[src/rtl/bfps_pkg.sv]
// ----------------------------------------------------------------------------
// bfps_pkg
// Shared constants, codes and helpers for the bit field pack/unpack store.
// ----------------------------------------------------------------------------
package bfps_pkg;

   // store geometry
   localparam int STORE_DEPTH = 256;
   localparam int ADDR_W      = $clog2(STORE_DEPTH);
   localparam int POS_W       = $clog2(STORE_DEPTH + 1);
   localparam int BYTE_W      = 8;
   localparam int BITPOS_W    = 3;
   localparam int FULLPOS_W   = POS_W + BITPOS_W + 1;
   localparam int TOTAL_W     = 12;

   // payload widths
   localparam int OP_W     = 3;
   localparam int COUNT_W  = 4;
   localparam int STATUS_W = 2;
   localparam int BCOUNT_W = 9;

   // widest legal field
   localparam logic [COUNT_W-1:0] FIELD_MAX = COUNT_W'(BYTE_W);

   // store end in bits
   localparam logic [FULLPOS_W-1:0] STORE_BITS = FULLPOS_W'(STORE_DEPTH * BYTE_W);

   // operation codes
   localparam logic [OP_W-1:0] OP_ADD    = 3'd0;
   localparam logic [OP_W-1:0] OP_READ   = 3'd1;
   localparam logic [OP_W-1:0] OP_PEEK   = 3'd2;
   localparam logic [OP_W-1:0] OP_REWIND = 3'd3;
   localparam logic [OP_W-1:0] OP_CLEAR  = 3'd4;

   // status codes
   localparam logic [STATUS_W-1:0] STATUS_OK    = 2'd0;
   localparam logic [STATUS_W-1:0] STATUS_WIDTH = 2'd1;
   localparam logic [STATUS_W-1:0] STATUS_RANGE = 2'd2;

   // register map
   localparam int CSR_ADDR_W  = 3;
   localparam int CSR_DATA_W  = 32;
   localparam logic CSR_IDX_REVERSE_BITS = 1'b0;

   // mirror a byte end for end
   function automatic logic [BYTE_W-1:0] flip_byte(input logic [BYTE_W-1:0] v);
      logic [BYTE_W-1:0] r;
      for (int i = 0; i < BYTE_W; i++) begin
         r[i] = v[BYTE_W-1-i];
      end
      return r;
   endfunction

   // ones in the low n bits
   function automatic logic [BYTE_W-1:0] low_mask(input logic [COUNT_W-1:0] n);
      logic [2*BYTE_W-1:0] m;
      m = (2*BYTE_W)'(1) << n;
      m = m - (2*BYTE_W)'(1);
      return m[BYTE_W-1:0];
   endfunction

endpackage

[src/rtl/bfps_ram.sv]
// ----------------------------------------------------------------------------
// bfps_ram
// Generic simple dual port RAM, one write and one read port, registered read.
// ----------------------------------------------------------------------------
module bfps_ram #(
   parameter int WIDTH = 8,
   parameter int DEPTH = 256
) (
   input  logic                     clock,
   input  logic                     wr_en,
   input  logic [$clog2(DEPTH)-1:0] wr_addr,
   input  logic [WIDTH-1:0]         wr_data,
   input  logic                     rd_en,
   input  logic [$clog2(DEPTH)-1:0] rd_addr,
   output logic [WIDTH-1:0]         rd_data
);

   logic [WIDTH-1:0] mem_ff [DEPTH];
   logic [WIDTH-1:0] rd_data_ff;

   // write port and registered read port
   always_ff @(posedge clock) begin
      if (wr_en) begin
         mem_ff[wr_addr] <= wr_data;
      end
      if (rd_en) begin
         rd_data_ff <= mem_ff[rd_addr];
      end
   end

   assign rd_data = rd_data_ff;

endmodule

[src/rtl/bit_field_pack_unpack_store.sv]
// ----------------------------------------------------------------------------
// bit_field_pack_unpack_store
// LSB-first bit field writer and reader over a 256 byte store.
// ----------------------------------------------------------------------------
// One request is handled at a time, and each request gives one response.
// After reset the store is swept to zero, one byte a cycle, and req_ready stays
// low until the sweep is done. Rewind, unused codes, zero-width fields and
// rejected fields (width over 8, or past the end of the store) go from idle
// straight to the response state. Read and peek pass through READ0, and READ1
// when the field crosses into the next byte; add does the same and, when it
// crosses, writes the second byte in WRITE1. Clear writes zero to bytes 0
// through the byte position, one byte a cycle, and then answers. The store
// RAM has a registered read, and each touched byte is fetched and written
// back through its single read and write ports. The response register lets
// the next request come in while a response waits to be taken.
// ----------------------------------------------------------------------------
module bit_field_pack_unpack_store (
   input  logic                                  clock,
   input  logic                                  reset,
   // request channel
   input  logic                                  req_valid,
   output logic                                  req_ready,
   input  logic [bfps_pkg::OP_W-1:0]             req_op,
   input  logic [bfps_pkg::BYTE_W-1:0]           req_bit_data,
   input  logic [bfps_pkg::COUNT_W-1:0]          req_bit_count,
   // response channel
   output logic                                  rsp_valid,
   input  logic                                  rsp_ready,
   output logic [bfps_pkg::BYTE_W-1:0]           rsp_read_value,
   output logic [bfps_pkg::STATUS_W-1:0]         rsp_status,
   output logic [bfps_pkg::BCOUNT_W-1:0]         rsp_byte_count,
   output logic [bfps_pkg::TOTAL_W-1:0]          rsp_bits_processed,
   // register port
   input  logic                                  psel,
   input  logic                                  penable,
   input  logic                                  pwrite,
   input  logic [bfps_pkg::CSR_ADDR_W-1:0]       paddr,
   input  logic [bfps_pkg::CSR_DATA_W-1:0]       pwdata,
   output logic [bfps_pkg::CSR_DATA_W-1:0]       prdata,
   output logic                                  pready
);

   import bfps_pkg::*;

   typedef enum logic [2:0] {
      ST_INIT,
      ST_IDLE,
      ST_READ0,
      ST_READ1,
      ST_WRITE1,
      ST_CLEAR,
      ST_RESP
   } state_type;

   state_type                state_ff;
   logic [OP_W-1:0]          op_ff;
   logic [BYTE_W-1:0]        data_ff;
   logic [COUNT_W-1:0]       cnt_ff;
   logic                     spill_ff;
   logic [BYTE_W-1:0]        b0_ff;
   logic [BYTE_W-1:0]        hi_ff;
   logic [ADDR_W-1:0]        wr1_addr_ff;
   logic [BYTE_W-1:0]        value_ff;
   logic [STATUS_W-1:0]      status_ff;
   logic [POS_W-1:0]         bpos_ff;
   logic [BITPOS_W-1:0]      bitpos_ff;
   logic [TOTAL_W-1:0]       total_ff;
   logic                     reverse_ff;
   logic [ADDR_W-1:0]        clr_addr_ff;
   logic [ADDR_W-1:0]        clr_end_ff;
   logic                     rsp_valid_ff;
   logic [BYTE_W-1:0]        rsp_value_ff;
   logic [STATUS_W-1:0]      rsp_status_ff;
   logic [BCOUNT_W-1:0]      rsp_bcount_ff;
   logic [TOTAL_W-1:0]       rsp_total_ff;

   logic                     req_xfer;
   logic                     is_field;
   logic                     width_err;
   logic                     range_err;
   logic                     spill_in;
   logic [FULLPOS_W-1:0]     end_pos;
   logic [FULLPOS_W-1:0]     adv_pos;
   logic [ADDR_W-1:0]        clr_last;
   logic                     rsp_free;

   logic                     ram_wr_en;
   logic [ADDR_W-1:0]        ram_wr_addr;
   logic [BYTE_W-1:0]        ram_wr_data;
   logic                     ram_rd_en;
   logic [ADDR_W-1:0]        ram_rd_addr;
   logic [BYTE_W-1:0]        ram_rd_data;
   logic [BYTE_W-1:0]        byte_rd;

   logic                     exec;
   logic [BYTE_W-1:0]        cur_b0;
   logic [BYTE_W-1:0]        cur_b1;
   logic [BYTE_W-1:0]        fmask;
   logic [2*BYTE_W-1:0]      window;
   logic [BYTE_W-1:0]        ext;
   logic [BYTE_W-1:0]        rd_field;
   logic [BYTE_W-1:0]        wr_field;
   logic [2*BYTE_W-1:0]      wr_shift;
   logic                     csr_wr;

   // store memory
   bfps_ram #(
      .WIDTH (BYTE_W),
      .DEPTH (STORE_DEPTH)
   ) u_store (
      .clock   (clock),
      .wr_en   (ram_wr_en),
      .wr_addr (ram_wr_addr),
      .wr_data (ram_wr_data),
      .rd_en   (ram_rd_en),
      .rd_addr (ram_rd_addr),
      .rd_data (ram_rd_data)
   );

   // request decode and range checks
   assign req_ready = (state_ff == ST_IDLE);
   assign req_xfer  = req_valid && req_ready;
   assign is_field  = (req_op == OP_ADD) || (req_op == OP_READ) || (req_op == OP_PEEK);
   assign width_err = (req_bit_count > FIELD_MAX);
   assign end_pos   = {1'b0, bpos_ff, bitpos_ff} + FULLPOS_W'(req_bit_count);
   assign range_err = (end_pos > STORE_BITS);
   assign spill_in  = ({1'b0, bitpos_ff} + req_bit_count) > FIELD_MAX;
   assign clr_last  = (bpos_ff >= POS_W'(STORE_DEPTH)) ? ADDR_W'(STORE_DEPTH - 1)
                                                       : bpos_ff[ADDR_W-1:0];
   assign rsp_free  = !rsp_valid_ff || rsp_ready;

   // store read port: first byte on the request, second byte after it
   always_comb begin
      ram_rd_en   = 1'b0;
      ram_rd_addr = bpos_ff[ADDR_W-1:0];
      if (req_xfer && is_field && !width_err && !range_err && (req_bit_count != '0)) begin
         ram_rd_en = 1'b1;
      end else if ((state_ff == ST_READ0) && spill_ff) begin
         ram_rd_en   = 1'b1;
         ram_rd_addr = bpos_ff[ADDR_W-1:0] + ADDR_W'(1);
      end
   end

   // store read data
   assign byte_rd = ram_rd_data;

   // field extract and insert over a two byte window
   assign exec     = ((state_ff == ST_READ0) && !spill_ff) || (state_ff == ST_READ1);
   assign cur_b0   = (state_ff == ST_READ0) ? byte_rd : b0_ff;
   assign cur_b1   = (state_ff == ST_READ1) ? byte_rd : '0;
   assign fmask    = low_mask(cnt_ff);
   assign window   = {cur_b1, cur_b0} >> bitpos_ff;
   assign ext      = window[BYTE_W-1:0] & fmask;
   assign rd_field = reverse_ff ? (flip_byte(ext) >> (FIELD_MAX - cnt_ff)) : ext;
   assign wr_field = reverse_ff ? (flip_byte(data_ff & fmask) >> (FIELD_MAX - cnt_ff))
                                : (data_ff & fmask);
   assign wr_shift = {{BYTE_W{1'b0}}, wr_field} << bitpos_ff;
   assign adv_pos  = {1'b0, bpos_ff, bitpos_ff} + FULLPOS_W'(cnt_ff);

   // store write port: first byte at execute, spilled byte in the cycle after it,
   // zero fill during the start-up sweep and the clear walk
   always_comb begin
      ram_wr_en   = 1'b0;
      ram_wr_addr = bpos_ff[ADDR_W-1:0];
      ram_wr_data = cur_b0 ^ wr_shift[BYTE_W-1:0];
      if (exec && (op_ff == OP_ADD)) begin
         ram_wr_en = 1'b1;
      end else if (state_ff == ST_WRITE1) begin
         ram_wr_en   = 1'b1;
         ram_wr_addr = wr1_addr_ff;
         ram_wr_data = hi_ff;
      end else if ((state_ff == ST_INIT) || (state_ff == ST_CLEAR)) begin
         ram_wr_en   = 1'b1;
         ram_wr_addr = clr_addr_ff;
         ram_wr_data = '0;
      end
   end

   // register port
   assign pready = 1'b1;
   assign csr_wr = psel && penable && pwrite && pready
                   && (paddr[CSR_ADDR_W-1] == CSR_IDX_REVERSE_BITS);
   assign prdata = (paddr[CSR_ADDR_W-1] == CSR_IDX_REVERSE_BITS)
                   ? CSR_DATA_W'(reverse_ff) : '0;

   // sequencer, positions, store sweep and response register
   always_ff @(posedge clock) begin
      if (reset) begin
         state_ff     <= ST_INIT;
         clr_addr_ff  <= '0;
         bpos_ff      <= '0;
         bitpos_ff    <= '0;
         total_ff     <= '0;
         reverse_ff   <= 1'b0;
         rsp_valid_ff <= 1'b0;
      end else begin
         if (csr_wr) begin
            reverse_ff <= pwdata[0];
         end

         // response taken with no new one loaded this cycle
         if (rsp_valid_ff && rsp_ready && (state_ff != ST_RESP)) begin
            rsp_valid_ff <= 1'b0;
         end

         case (state_ff)
            ST_INIT: begin
               clr_addr_ff <= clr_addr_ff + ADDR_W'(1);
               if (clr_addr_ff == ADDR_W'(STORE_DEPTH - 1)) begin
                  state_ff <= ST_IDLE;
               end
            end

            ST_IDLE: begin
               if (req_xfer) begin
                  op_ff    <= req_op;
                  data_ff  <= req_bit_data;
                  cnt_ff   <= req_bit_count;
                  spill_ff <= spill_in;
                  value_ff <= '0;
                  if (is_field && width_err) begin
                     status_ff <= STATUS_WIDTH;
                     state_ff  <= ST_RESP;
                  end else if (is_field && range_err) begin
                     status_ff <= STATUS_RANGE;
                     state_ff  <= ST_RESP;
                  end else begin
                     status_ff <= STATUS_OK;
                     if (is_field && (req_bit_count != '0)) begin
                        state_ff <= ST_READ0;
                     end else if (req_op == OP_CLEAR) begin
                        clr_addr_ff <= '0;
                        clr_end_ff  <= clr_last;
                        state_ff    <= ST_CLEAR;
                     end else begin
                        state_ff <= ST_RESP;
                     end
                     if ((req_op == OP_REWIND) || (req_op == OP_CLEAR)) begin
                        bpos_ff   <= '0;
                        bitpos_ff <= '0;
                        total_ff  <= '0;
                     end
                  end
               end
            end

            ST_READ0: begin
               b0_ff <= byte_rd;
               if (spill_ff) begin
                  state_ff <= ST_READ1;
               end
            end

            ST_READ1: begin
               // second byte arrives, work done below
            end

            ST_WRITE1: begin
               state_ff <= ST_RESP;
            end

            ST_CLEAR: begin
               clr_addr_ff <= clr_addr_ff + ADDR_W'(1);
               if (clr_addr_ff == clr_end_ff) begin
                  state_ff <= ST_RESP;
               end
            end

            ST_RESP: begin
               if (rsp_free) begin
                  rsp_valid_ff  <= 1'b1;
                  rsp_value_ff  <= value_ff;
                  rsp_status_ff <= status_ff;
                  rsp_bcount_ff <= BCOUNT_W'({1'b0, bpos_ff} + (POS_W + 1)'(1));
                  rsp_total_ff  <= total_ff;
                  state_ff      <= ST_IDLE;
               end
            end

            default: begin
               state_ff <= ST_IDLE;
            end
         endcase

         // field execute once the touched bytes are in hand
         if (exec) begin
            if (op_ff != OP_PEEK) begin
               bpos_ff   <= adv_pos[FULLPOS_W-2:BITPOS_W];
               bitpos_ff <= adv_pos[BITPOS_W-1:0];
               total_ff  <= total_ff + TOTAL_W'(cnt_ff);
            end
            if (op_ff == OP_ADD) begin
               hi_ff       <= cur_b1 ^ wr_shift[2*BYTE_W-1:BYTE_W];
               wr1_addr_ff <= bpos_ff[ADDR_W-1:0] + ADDR_W'(1);
               state_ff    <= spill_ff ? ST_WRITE1 : ST_RESP;
            end else begin
               value_ff <= rd_field;
               state_ff <= ST_RESP;
            end
         end
      end
   end

   // response outputs
   assign rsp_valid          = rsp_valid_ff;
   assign rsp_read_value     = rsp_value_ff;
   assign rsp_status         = rsp_status_ff;
   assign rsp_byte_count     = rsp_bcount_ff;
   assign rsp_bits_processed = rsp_total_ff;

endmodule
[config.mk]
export PLATFORM = sky130hd
export DESIGN_NAME = bit_field_pack_unpack_store
export DESIGN_NICKNAME = d
export VERILOG_FILES = /design/src/rtl/bfps_pkg.sv /design/src/rtl/bfps_ram.sv /design/src/rtl/bit_field_pack_unpack_store.sv
export SDC_FILE = /design/constraint.sdc
export NUM_CORES = 2
export LEC_CHECK = 0
export ABC_AREA = 1
export BUFFER_PORTS_ARGS = -buffer_cell sky130_fd_sc_hd__buf_4
export CORE_ASPECT_RATIO = 1.4
export CORE_MARGIN = 3
export CORE_UTILIZATION = 63
export DETAILED_ROUTE_END_ITERATION = 10
export PLACE_DENSITY = 0.88
export SLEW_MARGIN = 0
export SYNTH_ARGS = -nofsm -noshare
export SYNTH_HDL_FRONTEND = slang
export SYNTH_SLANG_ARGS = --single-unit
[constraint.sdc]
create_clock -name clock -period 18.6 [get_ports clock]
set_clock_uncertainty 0.1 [all_clocks]
set_input_delay 1.86 -clock clock [delete_from_list [all_inputs] [get_ports clock]]
set_output_delay 1.86 -clock clock [all_outputs]
set_load 0.03 [all_outputs]
# == After elaboration in Yosys (flattened, before gate mapping) ==
# Memories as Yosys holds them, arrays and structs flattened. A register that Yosys moved wholly into a read port is not among the register bits.
# Index checks and enable logic that the tools add are counted.
# word_totals
reg_bits,126
wordCells,180
out_inout_bits,66
ramBits,2048
n_memories,1
input_bits,57
# memory_table
name,words,word_bits,rd,rd_clocked_by_memory_dff,write_ports,line_no,rtl
u_store.mem_ff,256,8,1,1,1,bfps_ram.sv:18,logic [WIDTH-1:0] mem_ff [DEPTH];
# op_classes
reduce_logical,38
n_mux,68
order_cmp,4
bitwise,9
n_addsub,9
n_eq_ne,25
shifts,5
# op_table
operator,count
$mux W8,21
$mux W12,7
$mux W9,7
$mux W3,16
$add A12 B4 Y12,2
$pmux W3 S7,1
$add A8 B1 Y8 const B,2
$and A8 B8 Y8,2
$logic_and A1 B1 Y1,16
$pmux W8 S2,1
$shl A8 B3 Y16,1
$shr A16 B3 Y8,1
$shr A8 B4 Y8,2
$xor A8 B8 Y8,2
$add A12 B4 Y13,1
$gt A13 B12 Y1 const B,1
$eq A3 B2 Y1 const B,4
$eq A3 B3 Y1 const B,4
$reduce_and A6 Y1,2
$mux W1,11
$add A9 B1 Y9 const B,1
$ge A9 B9 Y1 const B,1
$logic_not A3 Y1,3
$ne A3 B2 Y1 const B,3
other kinds (21),46

# == Longest topological paths before layout ==
# logic_depth
ltp_word,10
ltp_mapped,22
depth_no_buf,21

# == Cells and area by module ==
# Synthesis repeated with hierarchy kept, for this count alone.
# hier_totals
cells_unflattened,8046
area_unflattened_um2,91652.9
# modules_own_cells
module,seq_area_each_um2,n_inst,area_per_inst_um2,cells_per_inst
bfps_ram,61739.2,1,83476.3,7003
bit_field_pack_unpack_store,3413.3,1,8176.6,1043

# == Worst setup path before layout ==
# OpenSTA, ideal clock, no wires.
# synth_path
path_kind,reg-to-reg
startpoint,register cnt_ff[0]
endpoint,"memory u_store.mem_ff[0][2], data pin"
t_required_ns,16.313
path_buffers,1
period_less_slack_ns,14.910
path_slack_ns,3.690
stages_incl_launch_ff,20
setup_time_ns,2.187
arrival_time_ns,12.623
cell_sequence,edfxtp_1 > clkinv_1 > clkbuf_1 > ha_1 > ha_1 > nand2_1 > ha_1 > inv_1 > nand2_1 > o21ai_0 > inv_1 > nand2_1 > nand3_1 > nand2_1 > inv_1 > nand2_1 > nand3_1 > nand2_1 > a21oi_1 > o21ai_0
# synth_via
elab_chain_len,10
elab_cells_between_ends,11
classes_between,add/sub: 2; shift: 3; mux: 4; bitwise: 2
# synth_lines
element,line_no,rtl
"start, declared",bit_field_pack_unpack_store.sv:58,logic [COUNT_W-1:0] cnt_ff;
"start signal, assigned",bit_field_pack_unpack_store.sv:218,cnt_ff <= req_bit_count;
$shl A1 B4 Y8,bfps_pkg.sv:57,m = (2*BYTE_W)'(1) << n;
$sub A8 B1 Y8,bfps_pkg.sv:58,m = m - (2*BYTE_W)'(1);
$and A8 B8 Y8,"bit_field_pack_unpack_store.sv:155, bit_field_pack_unpack_store.sv:156",
$shr A8 B4 Y8,bit_field_pack_unpack_store.sv:155,assign wr_field = reverse_ff ? (flip_byte(data_ff & fmask) >> (FIELD_MAX - cnt_ff))
$mux W8 (*),bit_field_pack_unpack_store.sv:155,
$shl A8 B3 Y16 (*),bit_field_pack_unpack_store.sv:157,"assign wr_shift = {{BYTE_W{1'b0}}, wr_field} << bitpos_ff;"
$xor A8 B8 Y8 (*),bit_field_pack_unpack_store.sv:165,ram_wr_data = cur_b0 ^ wr_shift[BYTE_W-1:0];
$mux W8,bit_field_pack_unpack_store.sv:172,end else if ((state_ff == ST_INIT) || (state_ff == ST_CLEAR)) begin
$mux W8,bit_field_pack_unpack_store.sv:168,end else if (state_ff == ST_WRITE1) begin
$mux W8 (*),bit_field_pack_unpack_store.sv:166,if (exec && (op_ff == OP_ADD)) begin
net ram_wr_data[2],bit_field_pack_unpack_store.sv:89,logic [BYTE_W-1:0] ram_wr_data;
"end, declared",bfps_ram.sv:18,
# The timed path passes the listed nets; every way through them passes the cells marked *.

# == Worst setup path in the final report ==
# layout_path
startpoint,register state_ff[0]
endpoint,"register u_store.rd_data_ff[2] (netlist: u_store.rd_data[2]), read port of u_store.mem_ff, data pin"
# layout_via
elab_chain_len,7
elab_cells_between_ends,12
classes_between,eq/ne: 2; mux: 4; reduce/logical: 6
# layout_lines
element,line_no,rtl
"start, declared",bit_field_pack_unpack_store.sv:55,state_type state_ff;
"start signal, assigned",bit_field_pack_unpack_store.sv:295,state_ff <= spill_ff ? ST_WRITE1 : ST_RESP;
$eq A3 B1 Y1,bit_field_pack_unpack_store.sv:121,assign req_ready = (state_ff == ST_IDLE);
$logic_and A1 B1 Y1,bit_field_pack_unpack_store.sv:122,assign req_xfer = req_valid && req_ready;
$logic_and A1 B1 Y1 (4 in a row),bit_field_pack_unpack_store.sv:136,if (req_xfer && is_field && !width_err && !range_err && (req_bit_count != '0)) begin
$mux W8 or $mux W1 (tied branches),bit_field_pack_unpack_store.sv:136,
"end, declared",bfps_ram.sv:19,logic [WIDTH-1:0] rd_data_ff;
# Several ways; a longest one is shown, not always the timed one.
# A chain may end at the register's enable or synchronous reset.

==> impl_results.md <==
- Status: complete, no violations
- DRC violations left: 0
- TritonCTS clock tree: done
- Seq/Total Area, Yosys: 0.703
- Initial Utilization: 0.638
- Area share of and/or/nand/nor cells after synthesis: 0.129
- Area Growth Syn to Fin: 7.68%
- CTS max path bufs: 3
- Clock share of power: 0.377
- Hold Buf Count CTS: 0
- Internal: 7710 uW
- Synth top area share: 0.695
- IO Pins: 123
- Area leader, netlist: edfxtp_1
- Syn Inst Count: 7,820
- Crit-path max cell delay: 960 ps
- Crit path DAT: 7660 ps
- Worst vdd ir: 0.0839 mV
- Final Max Slew Viols: 0
- Reg power frac: 0.559
- Crit-path slowest cell: buf_4
- Pwr dens: 100 nW/um^2
- Synth Register Bits: 2,182
- Drt total wl: 248,000 um
- Worst Hold Class: register to register
- CP delay by family, top: simple AND/OR/NAND/NOR gates
- H-tree depth: 4
- Post-route antenna net violation count: 0
- Max cap viols: 0
- Initial antenna violation count: 8
- Vias: 64,900
- Logic gate share of total power: 0.064
- Layout cells sized above 1: 0.0614
- Largest family of logic cells by synthesized area: simple AND/OR/NAND/NOR gates
- Hold_ws: 332 ps
- Crit path required time: 19,070 ps
- Largest cells by area after synthesis: edfxtp_1, o211ai_1, nand3_1
- DRT Pass-1 Iters: 8
- Final Cycle Share: 0.387
- Synth Flop Type: edfxtp_1
- Synth Area in XOR/XNOR: 0.00293
- Multiplexer share of the synthesized area: 0
- Most frequent cells in the layout: edfxtp_1, nand2_1, nand3_1
- CP Capture Type: register
- Most Frequent Cell on Critical Path: nand3_1
- CTS sink cnt: 2,182
- Synth Area in Compound Gates: 0.100
- Worst Path Buf+Inv: 3
- Clock transition at path regs: 60 ps
- Fin. Hold Viols: 0
- Global-route wire length before repair: 371,000 um
- Chip height: 460 um
- Post-synth EDFFs: 2,145
- Root Buffer: clkbuf_16
- Port Buf Inserts: 57
- Worst-Skew Late Latency: 840 ps
- Post-Synthesis Cell Area: 92,700 um^2
- Final Critical Period: 7200 ps
- Final setup violation count: 0
- All-layer global routing usage: 0.323
- Die X: 330 um
- Switching share of power: 0.229
- TritonCTS Buffers: 181
- CP cell instances: nor2_2 > nand2_4 > nor2_2 > nand2_1 > nand2_8 > buf_12 > buf_4 > buf_4 > nand2_1 > o211ai_1 > nand3_1 > nand3_1 > nand3_1 > nand3_1 > nand3_1 > nand3_1 > nand2_1
- RSZ-0062 raised after global routing: false
- Row count: 165
- Kind of critical path: register to register
- Warnings, synthesis: 0
- Avg Inst Size Synth: 11.8 um^2
- Worst setup SP type: register
- Buffer count from post-CTS setup fixing: 0
- Nets: 7,715
- Worst slew pin tran: 1280 ps
- Drt initial violations: 10,600
- Setup TNS: 0 ps
- Via density: 6.68
- Vias in the first global route: 63,800
- Post-cts resize count: 0
- Commonest non-fill, non-tap cell in the layout: edfxtp_1
- Yosys cell types: 47
- Maximum clock frequency: 0.139 GHz
- Grt ovf: 0
- Placer Congestion: 0.945
- Sw power: 2290 uW
- Final HPWL DP: 136,000 um
- Asr flop ratio synth: 0
- Largest net degree at the start of global routing: 217
- Overall die area: 152,000 um^2
- Slew HR: 0.143
- Leak: 0.0359 uW
- Worst-path fanout max: 207
- Core Area: 145,000 um^2
- Post-Synth Adder-Cell Area: 0.00362
- Wire per inst: 25.6 um
[worst reg2reg max path: cells and delay by family (launching register included)]
kind / cells / cell delay (ps)
AOI/OAI and AO/OA: 1 / 190
buffers and inverters: 3 / 2880
DFF: 1 / 360
and+or+nand+nor: 13 / 3400
[through the flow]
step,instances,utilization,worst slack (ps),instance area [um^2],total power [uW]
detailed placement,9370,0.647,11790,94000,6290
global placement,9370,0.647,11920,94000,6260
finish,9705,0.686,11400,99800,10000
global route,9703,0.686,11110,99800,10200
floorplan,7850,-,3690,92800,6060
CTS,9702,0.686,11730,99800,9940
[state kept, by name, indices dropped and copies added, names as in the netlist, 3 cells and up]
signal and cells:
u_store.mem_ff 2048, rsp_bits_processed 12, total_ff 12, bpos_ff 9
rsp_byte_count 9, b0_ff 8, clr_addr_ff 8, clr_end_ff 8
data_ff 8, hi_ff 8, rsp_read_value 8, u_store.rd_data 8
value_ff 8, wr1_addr_ff 8, cnt_ff 4, bitpos_ff 3
op_ff 3, state_ff 3
[final timing paths]
check	from	to	slack, ps	cells past startpoint
setup / recovery	state_ff[0]	u_store.rd_data[2]	11400	17
hold / removal	total_ff[11]	rsp_bits_processed[11]	330	0
setup reg to reg	state_ff[0]	u_store.rd_data[2]	11400	17
hold reg to reg	total_ff[11]	rsp_bits_processed[11]	330	0
[routing by layer]
layer / share of wire / wire, um / vias up / track usage
met3: 0.13 / 31700 / 1287 / 0.0759
met5: 0.00018 / 45 / - / 0
met1: 0.31 / 76200 / 30400 / 0.375
met2: 0.48 / 118000 / 5679 / 0.518
met4: 0.088 / 21800 / 8 / 0.253
li1: - / - / 27500 / -
[kinds of logic (layout without fill, tap and decap cells)]
kind of cell | count (synthesis) | after routing
adder cells (fa/ha/maj) | 25 | 25
XOR/XNOR | 31 | 31
buffers and inverters | 1402 | 1334
other | 2 | 35
AND/OR/NAND/NOR | 2769 | 2769
AO/OA/AOI/OAI | 1409 | 1409
flip-flops | 2182 | 2182
[power by group through the flow]
stage	Clock (uW)	Combinational, uW	Sequential (uW)
3_3_place_gp	0	564	5690
5_1_grt	3940	652	5590
6_report	3770	641	5590
3_5_place_dp	0	593	5700
4_1_cts	3750	600	5590
2_1_floorplan	0	295	5770
[cell type report]
type	count	area (um^2)
Multi-Input combinational cell	4266	22100
Clock inverter	110	987
Antenna cell	3	7.51
Timing Repair Buffer	140	1110
Tap cell	1920	2400
Inverter	862	3250
Sequential cell	2182	65200
Fill cell	8715	45600
Clock buffer	222	4750
[cell usage after synthesis (2+ instances only)]
cell type,n
xnor2_1,14
nor3_1,14
o21ai_1,125
dfxtp_1,37
nor4_1,3
a21oi_1,39
buf_1,54
buf_2,210
clkinv_1,35
conb_1,2
o21ai_0,363
nor3_2,3
nor2_1,508
or2_2,51
nand3b_1,2
a211oi_1,11
nor3b_1,2
nand3_1,1030
nand2_1,1128
o21a_1,8
and2_1,3
inv_1,820
a311oi_1,2
a31oi_1,4
nand2_2,5
o31ai_1,4
nor2_2,2
buf_4,41
nand2_4,2
o211ai_1,825
xor2_1,17
o22ai_1,2
o21bai_1,12
inv_2,7
a22oi_1,7
ha_1,22
nand4_1,16
clkbuf_1,235
fa_1,3
edfxtp_1,2145
Note: power is estimated with default switching activity, not from simulation.
